--- config.mk ---
export PLATFORM = sky130hd
export DESIGN_NAME = block_energy_beat_detector
export DESIGN_NICKNAME = d
export VERILOG_FILES = /design/src/hdl/bebd_pkg.sv /design/src/hdl/bebd_ram.sv /design/src/hdl/block_energy_beat_detector.sv
export VERILOG_INCLUDE_DIRS = /design/src /design/src/hdl
export SDC_FILE = /design/constraint.sdc
export NUM_CORES = 2
export LEC_CHECK = 0
export BUFFER_PORTS_ARGS = -buffer_cell sky130_fd_sc_hd__buf_4
export CELL_PAD_IN_SITES_DETAIL_PLACEMENT = 0
export CELL_PAD_IN_SITES_GLOBAL_PLACEMENT = 1
export CORE_ASPECT_RATIO = 0.8
export CORE_MARGIN = 1
export CORE_UTILIZATION = 45
export DETAILED_ROUTE_END_ITERATION = 6
export PLACE_DENSITY_LB_ADDON = 0.1
export SYNTH_ARGS = -nofsm -noshare
export SYNTH_HDL_FRONTEND = slang
export SYNTH_SLANG_ARGS = --single-unit
--- constraint.sdc ---
create_clock -name aclk -period 20.7 [get_ports aclk]
set_input_delay 2.07 -clock aclk [delete_from_list [all_inputs] [get_ports aclk]]
set_output_delay 2.07 -clock aclk [all_outputs]
set_load 0.02 [all_outputs]
--- src/hdl/block_energy_beat_detector_macros.svh ---
// assertion macros for the block energy beat detector
`ifndef BLOCK_ENERGY_BEAT_DETECTOR_MACROS_SVH
`define BLOCK_ENERGY_BEAT_DETECTOR_MACROS_SVH

`ifndef SYNTHESIS
`define BEBD_ASSERT(lbl, clk, rstn, prop) \
    lbl: assert property (@(posedge clk) disable iff (!(rstn)) (prop)) \
        else $error("bebd assertion failed");
`define BEBD_NEVER(lbl, clk, rstn, cond) \
    lbl: assert property (@(posedge clk) disable iff (!(rstn)) !(cond)) \
        else $error("bebd forbidden condition");
`else
`define BEBD_ASSERT(lbl, clk, rstn, prop)
`define BEBD_NEVER(lbl, clk, rstn, cond)
`endif

`endif

--- src/hdl/bebd_pkg.sv ---
// constants and types shared by the block energy beat detector
package bebd_pkg;

    localparam int BLOCKS      = 30;
    localparam int SPW_W       = 18;
    localparam int SAMPLE_W    = 16;
    localparam int SQ_W        = 2 * SAMPLE_W;
    localparam int ACC_W       = 44;
    localparam int IDX_W       = $clog2(BLOCKS);
    localparam int BLK_CNT_W   = $clog2(BLOCKS + 1);
    localparam int WSUM_W      = ACC_W + $clog2(BLOCKS);
    localparam int BSIZE_W     = SPW_W - ($clog2(BLOCKS + 1) - 1);
    localparam int OUT_IDX_W   = 6;
    localparam int BEATS_W     = 7;
    localparam int TOTAL_W     = 32;
    localparam int SPW_RESET   = 44100;

    // reciprocal for the block size: exact for every 18-bit window length
    localparam int DIV_SHIFT   = SPW_W + $clog2(BLOCKS);
    localparam int DIV_MUL_W   = DIV_SHIFT - ($clog2(BLOCKS + 1) - 1) + 1;
    localparam longint DIV_MUL_VAL = ((64'd1 << DIV_SHIFT) + BLOCKS - 1) / BLOCKS;
    localparam logic [DIV_MUL_W-1:0] DIV_MUL = DIV_MUL_W'(DIV_MUL_VAL);

    typedef enum logic [1:0] {
        S_IDLE,
        S_ACC,
        S_RD,
        S_LOAD
    } state_t;

endpackage

--- src/hdl/bebd_ram.sv ---
// generic single-write, single-read ram with registered read
module bebd_ram #(
    parameter int WIDTH = 8,
    parameter int DEPTH = 16
) (
    input  logic                     clk,
    input  logic                     wr_en,
    input  logic [$clog2(DEPTH)-1:0] wr_addr,
    input  logic [WIDTH-1:0]         wr_data,
    input  logic                     rd_en,
    input  logic [$clog2(DEPTH)-1:0] rd_addr,
    output logic [WIDTH-1:0]         rd_data
);

    logic [WIDTH-1:0] mem [DEPTH];

    always_ff @(posedge clk) begin
        if (wr_en) begin
            mem[wr_addr] <= wr_data;
        end
    end

    always_ff @(posedge clk) begin
        if (rd_en) begin
            rd_data <= mem[rd_addr];
        end
    end

endmodule

--- src/hdl/block_energy_beat_detector.sv ---
// top level of the block energy beat detector
// each sample beat: left square on accept, right square and accumulate next; no new sample is taken meanwhile
// a window-ending sample passes the accumulate, read and load states to its first result, then one result
// per cycle while m_ready stays high; input resumes once the last result is registered
// throughput is set by the shared 16x16 squarer and the single read port of the block store
// synchronous reset clears counters and sums and loads a window of 44100; store is not cleared
`include "block_energy_beat_detector_macros.svh"
module block_energy_beat_detector
    import bebd_pkg::*;
(
    input  logic                       aclk,
    input  logic                       aresetn,
    input  logic                       cfg_valid,
    output logic                       cfg_ready,
    input  logic [SPW_W-1:0]           cfg_samples_per_window,
    input  logic                       s_valid,
    output logic                       s_ready,
    input  logic signed [SAMPLE_W-1:0] s_left_sample,
    input  logic signed [SAMPLE_W-1:0] s_right_sample,
    output logic                       m_valid,
    input  logic                       m_ready,
    output logic [OUT_IDX_W-1:0]       m_block_index,
    output logic                       m_beat_flag,
    output logic [ACC_W-1:0]           m_block_energy,
    output logic [BEATS_W-1:0]         m_beats_in_window,
    output logic [TOTAL_W-1:0]         m_total_beats,
    output logic [TOTAL_W-1:0]         m_windows_done,
    output logic                       m_last_of_window
);

    state_t state_reg, state_next;

    logic [SPW_W-1:0]           spw_reg;
    logic [BSIZE_W-1:0]         bsize_reg;
    logic [SQ_W-1:0]            sql_reg;
    logic signed [SAMPLE_W-1:0] r_reg;
    logic [SPW_W-1:0]           wcnt_reg;
    logic [BSIZE_W-1:0]         bcnt_reg;
    logic [BLK_CNT_W-1:0]       cur_blk_reg;
    logic [ACC_W-1:0]           acc_reg;
    logic [WSUM_W-1:0]          wsum_reg;
    logic [TOTAL_W-1:0]         beat_total_reg;
    logic [TOTAL_W-1:0]         win_total_reg;
    logic [IDX_W-1:0]           k_reg;
    logic [BEATS_W-1:0]         win_beats_reg;
    logic                       m_valid_reg;
    logic [OUT_IDX_W-1:0]       m_idx_reg;
    logic                       m_beat_reg;
    logic [ACC_W-1:0]           m_energy_reg;
    logic [BEATS_W-1:0]         m_beats_reg;
    logic [TOTAL_W-1:0]         m_total_reg;
    logic [TOTAL_W-1:0]         m_windows_reg;
    logic                       m_last_reg;

    logic                       accept;
    logic                       cfg_write;
    logic                       out_free;
    logic                       load;
    logic                       last_k;
    logic                       in_block;
    logic                       blk_done;
    logic                       win_end;
    logic signed [SAMPLE_W-1:0] sq_src;
    logic signed [SQ_W-1:0]     sq_s;
    logic [SQ_W-1:0]            sq_u;
    logic [SQ_W:0]              e_sum;
    logic [ACC_W:0]             acc_sum;
    logic [ACC_W-1:0]           acc_sat;
    logic [BSIZE_W:0]           bcnt_inc;
    logic [SPW_W:0]             wcnt_inc;
    logic [SPW_W+DIV_MUL_W-1:0] div_prod;
    logic                       ram_wr;
    logic                       ram_rd;
    logic [IDX_W-1:0]           ram_raddr;
    logic [ACC_W-1:0]           ram_rdata;
    logic                       entry_valid;
    logic [ACC_W-1:0]           en;
    logic [WSUM_W-1:0]          en_scaled;
    logic                       beat;
    logic [BEATS_W-1:0]         win_beats_inc;
    logic [TOTAL_W-1:0]         beat_total_inc;

    // shared squarer: left on accept, right in the accumulate cycle
    assign sq_src   = (state_reg == S_IDLE) ? s_left_sample : r_reg;
    assign sq_s     = sq_src * sq_src;
    assign sq_u     = SQ_W'(sq_s);
    assign e_sum    = {1'b0, sql_reg} + {1'b0, sq_u};
    assign acc_sum  = {1'b0, acc_reg} + (ACC_W + 1)'(e_sum);
    assign acc_sat  = acc_sum[ACC_W] ? {ACC_W{1'b1}} : acc_sum[ACC_W-1:0];
    assign bcnt_inc = {1'b0, bcnt_reg} + (BSIZE_W + 1)'(1);
    assign wcnt_inc = {1'b0, wcnt_reg} + (SPW_W + 1)'(1);
    assign div_prod = (SPW_W + DIV_MUL_W)'(cfg_samples_per_window)
                      * (SPW_W + DIV_MUL_W)'(DIV_MUL);

    // next state
    always_comb begin
        state_next = state_reg;
        unique case (state_reg)
            S_IDLE: begin
                if (accept) begin
                    state_next = S_ACC;
                end
            end
            S_ACC: begin
                state_next = win_end ? S_RD : S_IDLE;
            end
            S_RD: begin
                state_next = S_LOAD;
            end
            S_LOAD: begin
                if (load && last_k) begin
                    state_next = S_IDLE;
                end
            end
            default: begin
                state_next = S_IDLE;
            end
        endcase
    end

    // control outputs
    always_comb begin
        cfg_ready = 1'b1;
        cfg_write = cfg_valid;
        s_ready   = (state_reg == S_IDLE);
        accept    = s_valid && s_ready;
        out_free  = !m_valid_reg || m_ready;
        load      = (state_reg == S_LOAD) && out_free;
        last_k    = (k_reg == IDX_W'(BLOCKS - 1));
        in_block  = (cur_blk_reg < BLK_CNT_W'(BLOCKS)) && (bsize_reg != '0);
        blk_done  = (state_reg == S_ACC) && in_block && (bcnt_inc >= {1'b0, bsize_reg});
        win_end   = (state_reg == S_ACC) && (wcnt_inc >= {1'b0, spw_reg});
        ram_wr    = blk_done;
        ram_rd    = (state_reg == S_RD) || (load && !last_k);
        ram_raddr = (state_reg == S_RD) ? k_reg : k_reg + IDX_W'(1);
    end

    // beat decision on the entry just read
    assign entry_valid    = BLK_CNT_W'(k_reg) < cur_blk_reg;
    assign en             = entry_valid ? ram_rdata : '0;
    assign en_scaled      = WSUM_W'(en) * WSUM_W'(BLOCKS);
    assign beat           = entry_valid && (en_scaled > wsum_reg);
    assign win_beats_inc  = win_beats_reg + BEATS_W'(beat);
    assign beat_total_inc = (beat && (beat_total_reg != {TOTAL_W{1'b1}}))
                            ? beat_total_reg + TOTAL_W'(1) : beat_total_reg;

    bebd_ram #(
        .WIDTH(ACC_W),
        .DEPTH(BLOCKS)
    ) u_store (
        .clk    (aclk),
        .wr_en  (ram_wr),
        .wr_addr(cur_blk_reg[IDX_W-1:0]),
        .wr_data(acc_sat),
        .rd_en  (ram_rd),
        .rd_addr(ram_raddr),
        .rd_data(ram_rdata)
    );

    always_ff @(posedge aclk) begin
        if (!aresetn) begin
            state_reg      <= S_IDLE;
            spw_reg        <= SPW_W'(SPW_RESET);
            bsize_reg      <= BSIZE_W'(SPW_RESET / BLOCKS);
            wcnt_reg       <= '0;
            bcnt_reg       <= '0;
            cur_blk_reg    <= '0;
            acc_reg        <= '0;
            wsum_reg       <= '0;
            beat_total_reg <= '0;
            win_total_reg  <= '0;
            k_reg          <= '0;
            win_beats_reg  <= '0;
            m_valid_reg    <= 1'b0;
        end else begin
            state_reg <= state_next;
            if (cfg_write) begin
                spw_reg   <= cfg_samples_per_window;
                bsize_reg <= div_prod[DIV_SHIFT +: BSIZE_W];
            end
            if (state_reg == S_ACC) begin
                if (in_block) begin
                    if (blk_done) begin
                        wsum_reg    <= wsum_reg + WSUM_W'(acc_sat);
                        cur_blk_reg <= cur_blk_reg + BLK_CNT_W'(1);
                        acc_reg     <= '0;
                        bcnt_reg    <= '0;
                    end else begin
                        acc_reg  <= acc_sat;
                        bcnt_reg <= bcnt_inc[BSIZE_W-1:0];
                    end
                end
                if (win_end) begin
                    wcnt_reg      <= '0;
                    acc_reg       <= '0;
                    bcnt_reg      <= '0;
                    k_reg         <= '0;
                    win_beats_reg <= '0;
                    if (win_total_reg != {TOTAL_W{1'b1}}) begin
                        win_total_reg <= win_total_reg + TOTAL_W'(1);
                    end
                end else begin
                    wcnt_reg <= wcnt_inc[SPW_W-1:0];
                end
            end
            if (load) begin
                k_reg          <= k_reg + IDX_W'(1);
                win_beats_reg  <= win_beats_inc;
                beat_total_reg <= beat_total_inc;
                if (last_k) begin
                    cur_blk_reg <= '0;
                    wsum_reg    <= '0;
                end
            end
            if (load) begin
                m_valid_reg <= 1'b1;
            end else if (m_ready) begin
                m_valid_reg <= 1'b0;
            end
        end
    end

    // payload registers
    always_ff @(posedge aclk) begin
        if (accept) begin
            sql_reg <= sq_u;
            r_reg   <= s_right_sample;
        end
        if (load) begin
            m_idx_reg     <= OUT_IDX_W'(k_reg);
            m_beat_reg    <= beat;
            m_energy_reg  <= en;
            m_beats_reg   <= win_beats_inc;
            m_total_reg   <= beat_total_inc;
            m_windows_reg <= win_total_reg;
            m_last_reg    <= last_k;
        end
    end

    assign m_valid           = m_valid_reg;
    assign m_block_index     = m_idx_reg;
    assign m_beat_flag       = m_beat_reg;
    assign m_block_energy    = m_energy_reg;
    assign m_beats_in_window = m_beats_reg;
    assign m_total_beats     = m_total_reg;
    assign m_windows_done    = m_windows_reg;
    assign m_last_of_window  = m_last_reg;

    `BEBD_ASSERT(a_accept_then_acc, aclk, aresetn, accept |=> (state_reg == S_ACC) && !s_ready)
    `BEBD_ASSERT(a_win_end_clears, aclk, aresetn, win_end |=> (state_reg == S_RD) && (wcnt_reg == '0))
    `BEBD_ASSERT(a_last_load_idle, aclk, aresetn, (load && last_k) |=> (state_reg == S_IDLE) && (cur_blk_reg == '0) && (wsum_reg == '0))
    `BEBD_NEVER(a_blk_count_range, aclk, aresetn, cur_blk_reg > BLK_CNT_W'(BLOCKS))
    `BEBD_ASSERT(a_beats_bound, aclk, aresetn, m_valid |-> (m_beats_in_window <= (BEATS_W'(m_block_index) + BEATS_W'(1))))

endmodule

; ---- Word-level counts from Yosys, hierarchy flattened
; Memories as Yosys holds them, arrays and structs flattened. A register that Yosys moved wholly into a read port is not among the register bits.
; Index checks and enable logic that the tools add are counted.
[op_classes]
add_sub_neg = 10
n_mul = 3
n_lt_le_gt_ge = 5
eq_ne = 8
mux = 36
reduce_logical = 24
[ops]
columns = operator, n
row1 = 49-bit 2-to-1 mux, 5
row2 = 44-bit 2-to-1 mux, 5
row3 = 32-bit by 1-bit adder with 32-bit output (second input constant), 2
row4 = 32-bit inequality test (second input constant), 2
row5 = 49-bit by 44-bit adder with 49-bit output, 1
row6 = 49-bit greater-than comparator, 1
row7 = 44-bit by 4-bit multiplier with 48-bit output (second input constant), 1
row8 = 44-bit by 33-bit adder with 45-bit output, 1
row9 = 5-bit 2-to-1 mux, 9
row10 = 14-bit 2-to-1 mux, 3
row11 = 18-bit by 19-bit multiplier with 37-bit output (second input constant), 1
row12 = 32-bit by 32-bit adder with 33-bit output, 1
row13 = 16-bit by 16-bit multiplier with 32-bit output, 1
row14 = 32-bit 2-to-1 mux, 1
row15 = 7-bit 2-to-1 mux, 3
row16 = 18-bit by 1-bit adder with 19-bit output (second input constant), 1
row17 = 19-bit by 18-bit >= comparator with 1-bit output, 1
row18 = 18-bit 2-to-1 mux, 1
row19 = 16-bit 2-to-1 mux, 1
row20 = 14-bit by 1-bit adder with 15-bit output (second input constant), 1
row21 = 15-bit by 14-bit >= comparator with 1-bit output, 1
row22 = 14-bit nonzero test, 1
row23 = 5-bit by 1-bit adder with 5-bit output (second input constant), 2
row24 = 1-bit logical AND, 10
row25 = other kinds (17), 30
[word_totals]
ff_bits = 411
ramBits = 1320
in_bits = 55
out_inout_bits = 126
elab_cells = 109
mem_count = 1
[mem_list]
columns = name, depth, word_bits, read_ports, rd_clocked_by_memory_dff, wr, line
row1 = u_store.mem, 30, 44, 1, 1, 1, bebd_ram.sv:15  ; logic [WIDTH-1:0] mem [DEPTH];

; ---- Depth between registers and ports, before layout
[logic_depth]
ltp_word = 12
ltp_mapped = 55

; ---- Cells and area by module
; A second synthesis with hierarchy kept.
[unflattened]
cells_unflattened = 6549
area_unflattened_um2 = 90724.5
[modules_own_cells]
columns = module, n_inst, cells_each, area_each_um2
row1 = bebd_ram, 1, 2370, 51633.3
row2 = block_energy_beat_detector, 1, 4179, 39091.2

; ---- Least setup slack after synthesis
; No wires, ideal clock.
[synth_path]
path_kind = input-to-reg
from = in s_left_sample[10]
to = reg wsum_reg[41]
setup_time_ns = 0.123
t_arrival_ns = 13.228
t_required_ns = 20.577
path_slack_ns = 7.349
cell_stages = 46
path_cell_list = mux2i_1 clkinv_1 nand2_1 inv_1 fa_1 inv_1 fa_1 fa_1 inv_1 fa_1 fa_1 inv_1 fa_1 inv_1 ha_1 and2_1 a221oi_1 a31oi_1 [... 10 more ...] a21o_1 a211oi_1 o21bai_1 a21oi_1 a21oi_1 o21ai_2 o21ai_0 ha_1 a211oi_1 nand2_1 or3_1 o21a_1 o31ai_2 a31oi_1 a221o_1 a31oi_1 xor2_1 o21ai_1
[synth_between]
elab_chain_cells = 11
[synth_lines]
columns = element, line
row1 = "start, declared", block_energy_beat_detector.sv:18  ; input logic signed [SAMPLE_W-1:0] s_left_sample,
row2 = 16-bit 2-to-1 mux (*), block_energy_beat_detector.sv:84  ; assign sq_src = (state_reg == S_IDLE) ? s_left_sample : r_reg;
row3 = 16-bit by 16-bit multiplier with 32-bit output (*), block_energy_beat_detector.sv:85  ; assign sq_s = sq_src * sq_src;
row4 = net sq_s[21], block_energy_beat_detector.sv:64  ; logic signed [SQ_W-1:0] sq_s;
row5 = 32-bit by 32-bit adder with 33-bit output (*), block_energy_beat_detector.sv:87  ; assign e_sum = {1'b0, sql_reg} + {1'b0, sq_u};
row6 = 44-bit by 33-bit adder with 45-bit output (*), block_energy_beat_detector.sv:88  ; assign acc_sum = {1'b0, acc_reg} + (ACC_W + 1)'(e_sum);
row7 = 44-bit 2-to-1 mux (*), block_energy_beat_detector.sv:89  ; assign acc_sat = acc_sum[ACC_W] ? {ACC_W{1'b1}} : acc_sum[ACC_W-1:0];
row8 = net acc_sat[12], block_energy_beat_detector.sv:68  ; logic [ACC_W-1:0] acc_sat;
row9 = 49-bit by 44-bit adder with 49-bit output (*), block_energy_beat_detector.sv:184  ; wsum_reg <= wsum_reg + WSUM_W'(acc_sat);
row10 = 49-bit 2-to-1 mux (*), block_energy_beat_detector.sv:183  ; if (blk_done) begin
row11 = 49-bit 2-to-1 mux (*), block_energy_beat_detector.sv:182  ; if (in_block) begin
row12 = 49-bit 2-to-1 mux (*), block_energy_beat_detector.sv:181  ; if (state_reg == S_ACC) begin
row13 = 49-bit 2-to-1 mux, block_energy_beat_detector.sv:210  ; if (last_k) begin
row14 = 49-bit 2-to-1 mux (*), block_energy_beat_detector.sv:206  ; if (load) begin
row15 = "end signal, assigned", block_energy_beat_detector.sv:184
row16 = "end, declared", block_energy_beat_detector.sv:41  ; logic [WSUM_W-1:0] wsum_reg;
; Mark *: on every way through the listed nets, which the timed path passes. The rest lies on a longest branch.
; A chain may end at the register's enable or synchronous reset.

; ---- Worst setup path after layout
[layout_path]
from = in s_left_sample[2]
to = reg wsum_reg[48]
; The elaborated chain is that of the path after synthesis.

==> metrics <==
Detailed Routing Iterations Pass 1 5; Tcrit/Tclk final 0.756; largest net degree at the start of global routing 131; Main synth FF type edfxtp_1; Synth area leaders edfxtp_1, mux4_2, fa_1; FMAX 63.9 MHz; antenna violations before repair 10; GP Congestion 0.847; simple-gate share of the synthesized area 0.0640; status completed; Hold/Removal Path Class reg2reg; Synth cell types 92; fin. max-slew vios 0; number of global-route vias before repair 52600; adder-cell share of the synthesized area 0.145; IO Pins 181; # DRC 0; Die ar. 0.203 mm^2; CP Buf/Inv Count 4; total CTS buffers 179; largest family of logic cells by synthesized area adder cells; GRT Overall Usage 0.244; Worst path max stage delay 0.81 ns; post-synth net total 6994; Port Buffers 178; Maximum Capacitance Violations 0; fill count 16800; synthesis-stage register bit count 1774; crit path capture type flip-flop; remaining global-route overflow 0; CTS tree done; die width 504 um; Starting Density 0.455; path depth of the worst reg2reg path 43; wire per inst 26.7 um; fin worst setup slack 5.05 ns; post-CTS sizing 0; worst setup path class in2reg; Seq/Total Area, Yosys 0.561; YS warnings 0; Startpoint Class input port; Vias/cell 5.69; Clock Pin Slew Worst Setup and Hold Paths 0.06 ns; reg-to-reg startpoint state_reg[1]$_SDFFE_PN0P_; asr flop ratio synth 0; cell taking the most area after synthesis edfxtp_1; first-pass GRT wire length 363 mm; total core area 0.199 mm^2; ANT nets after route 0; Worst Path Max Fanout 33; Top cell by count, worst path fa_1; highest-delay cell along the critical path mux2i_1; Max-slew headroom 0.102; postcts setup bufs 0; final WL 246 mm; xor-xnor portion of the synthesized cell area 0.0276; Post-synth EDFFs 1533; synthesized area 0.0907 mm^2; worst slack, placed 4.41 ns; Hold Path End m_windows_done[26]$_DFFE_PP_; worst slew pin tran 1.34 ns; Final Skew 0.0767 ns; CP Data Required Time 21.38 ns; Avg Inst Size Synth 14.8 um^2; post-DP HPWL 158 mm; total negative slack 0 ns; multiplexer area fraction after synthesis 0.116; setup repair after global routing missed its margin false; final hold slack 0.441 ns; via count 52400; Layout Nets 7263; worst hold path stage count 0; compound-gate portion of the synthesized area 0.0535; fraction of layout cells with a size suffix above 1 0.174; delay-heaviest family, CP compound AO/OA/AOI/OAI gates; num rows 146; CTS Root Cell clkbuf_16; initial drt markers 4926; hold path start win_total_reg[26]$_SDFFE_PN0P_; CP Data Arrival Time 16.32 ns; die height 403 um; Reg2Reg Setup Slack 5.35 ns; FF-to-FF End wsum_reg[48]$_SDFF_PN0_; WP depth 42; top-area cell type share of the netlist area 0.508; hold_buf cts 0; max reg flops 1320; Final Hold Fails 0; post-synthesis instance total 6127; CTS max path bufs 3; post-layout min period 15.65 ns; layout overhead on the synthesized area 12.2%; Sinks on Clock Net 1774; # H-tree levels 4; Clk Latency, worst-skew pair 0.84 ns; Setup-failing EPs final 0
-- worst register-to-register path: cells and delay by family (launching register included) --
family	cells	cell delay, ns
adder cells (fa/ha/maj)	10	4.76
buffers and inverters	4	1.54
XOR/XNOR	2	0.34
multiplexers	1	0.98
flip-flops	1	0.39
AND/OR/NAND/NOR	7	1.85
AO/OA/AOI/OAI	19	5.35
-- routing by layer --
| layer | global-route usage | vias up | part of all wire |
|---|---|---|---|
| li1 | - | 23200 | - |
| met1 | 0.369 | 27400 | 0.47 |
| met2 | 0.377 | 1605 | 0.45 |
| met3 | 0.0354 | 236 | 0.065 |
| met4 | 0.0470 | 0 | 0.016 |
| met5 | 0 | - | 0 |
-- layout by cell type (no fill, tap or decap), types with 101 or more instances in the layout --
master,count
nand2_1,322
a21oi_1,189
fa_1,393
and2_1,102
ha_1,419
edfxtp_1,1533
clkbuf_16,180
mux2_2,101
inv_1,570
xnor2_1,180
xor2_1,102
nor2_1,300
dfxtp_1,241
a21o_1,103
o21ai_0,132
buf_4,288
mux4_2,396
-- logic make-up after synthesis --
family / count (synthesis)
compound gates: 725
xor+xnor: 286
fa+ha+maj: 812
buf+inv: 784
flops: 1774
mux: 543
other cells: 2
simple gates: 1201
-- through the flow --
| step | area, um^2 | instances | util |
|---|---|---|---|
| floorplan | 90700 | 6127 | - |
| global placement | 95800 | 8879 | 0.481 |
| detailed placement | 95800 | 8879 | 0.481 |
| CTS | 102000 | 9207 | 0.511 |
| global route | 102000 | 9207 | 0.511 |
| finish | 102000 | 9209 | 0.511 |
-- cells in the mapped netlist, drive strengths merged (59+ instances only) --
master  number
nor2b       65
buf         78
nor2       332
a21o       103
mux2       101
and2       105
fa         393
dfxtp      241
o21ai      144
nand2      323
clkbuf     125
nand3       98
and3        59
mux4       396
ha         419
xor2       106
nand4       59
inv        571
xnor2      180
a21oi      191
edfxtp    1533
-- area by class of cell --
type                    count  area, um^2  share of cell area
flip-flops and latches   1774       50900               0.500
multi-input cells        3569       37200               0.365
clock buffers             229        4770              0.0469
well taps                2664        3330              0.0328
repair buffers            291        2220              0.0218
inverters                 581        2190              0.0215
clock inverters            99        1190              0.0117
diodes                      2        5.00           0.0000492
-- worst max path at each step --
stage	startpoint	endpoint	slack (ns)
2_1_floorplan	s_left_sample[10]	wsum_reg[41]$_SDFF_PN0_	7.35
6_report	s_left_sample[2]	wsum_reg[48]$_SDFF_PN0_	5.05
4_1_cts	s_left_sample[2]	wsum_reg[47]$_SDFF_PN0_	5.27
5_1_grt	s_left_sample[2]	wsum_reg[47]$_SDFF_PN0_	4.23
3_3_place_gp	s_left_sample[2]	wsum_reg[47]$_SDFF_PN0_	4.63
3_5_place_dp	s_left_sample[2]	wsum_reg[48]$_SDFF_PN0_	4.41
Power is left out: the tool's default activity adds up to more than one toggle a clock period on the data nets, which glitch-free logic cannot reach.
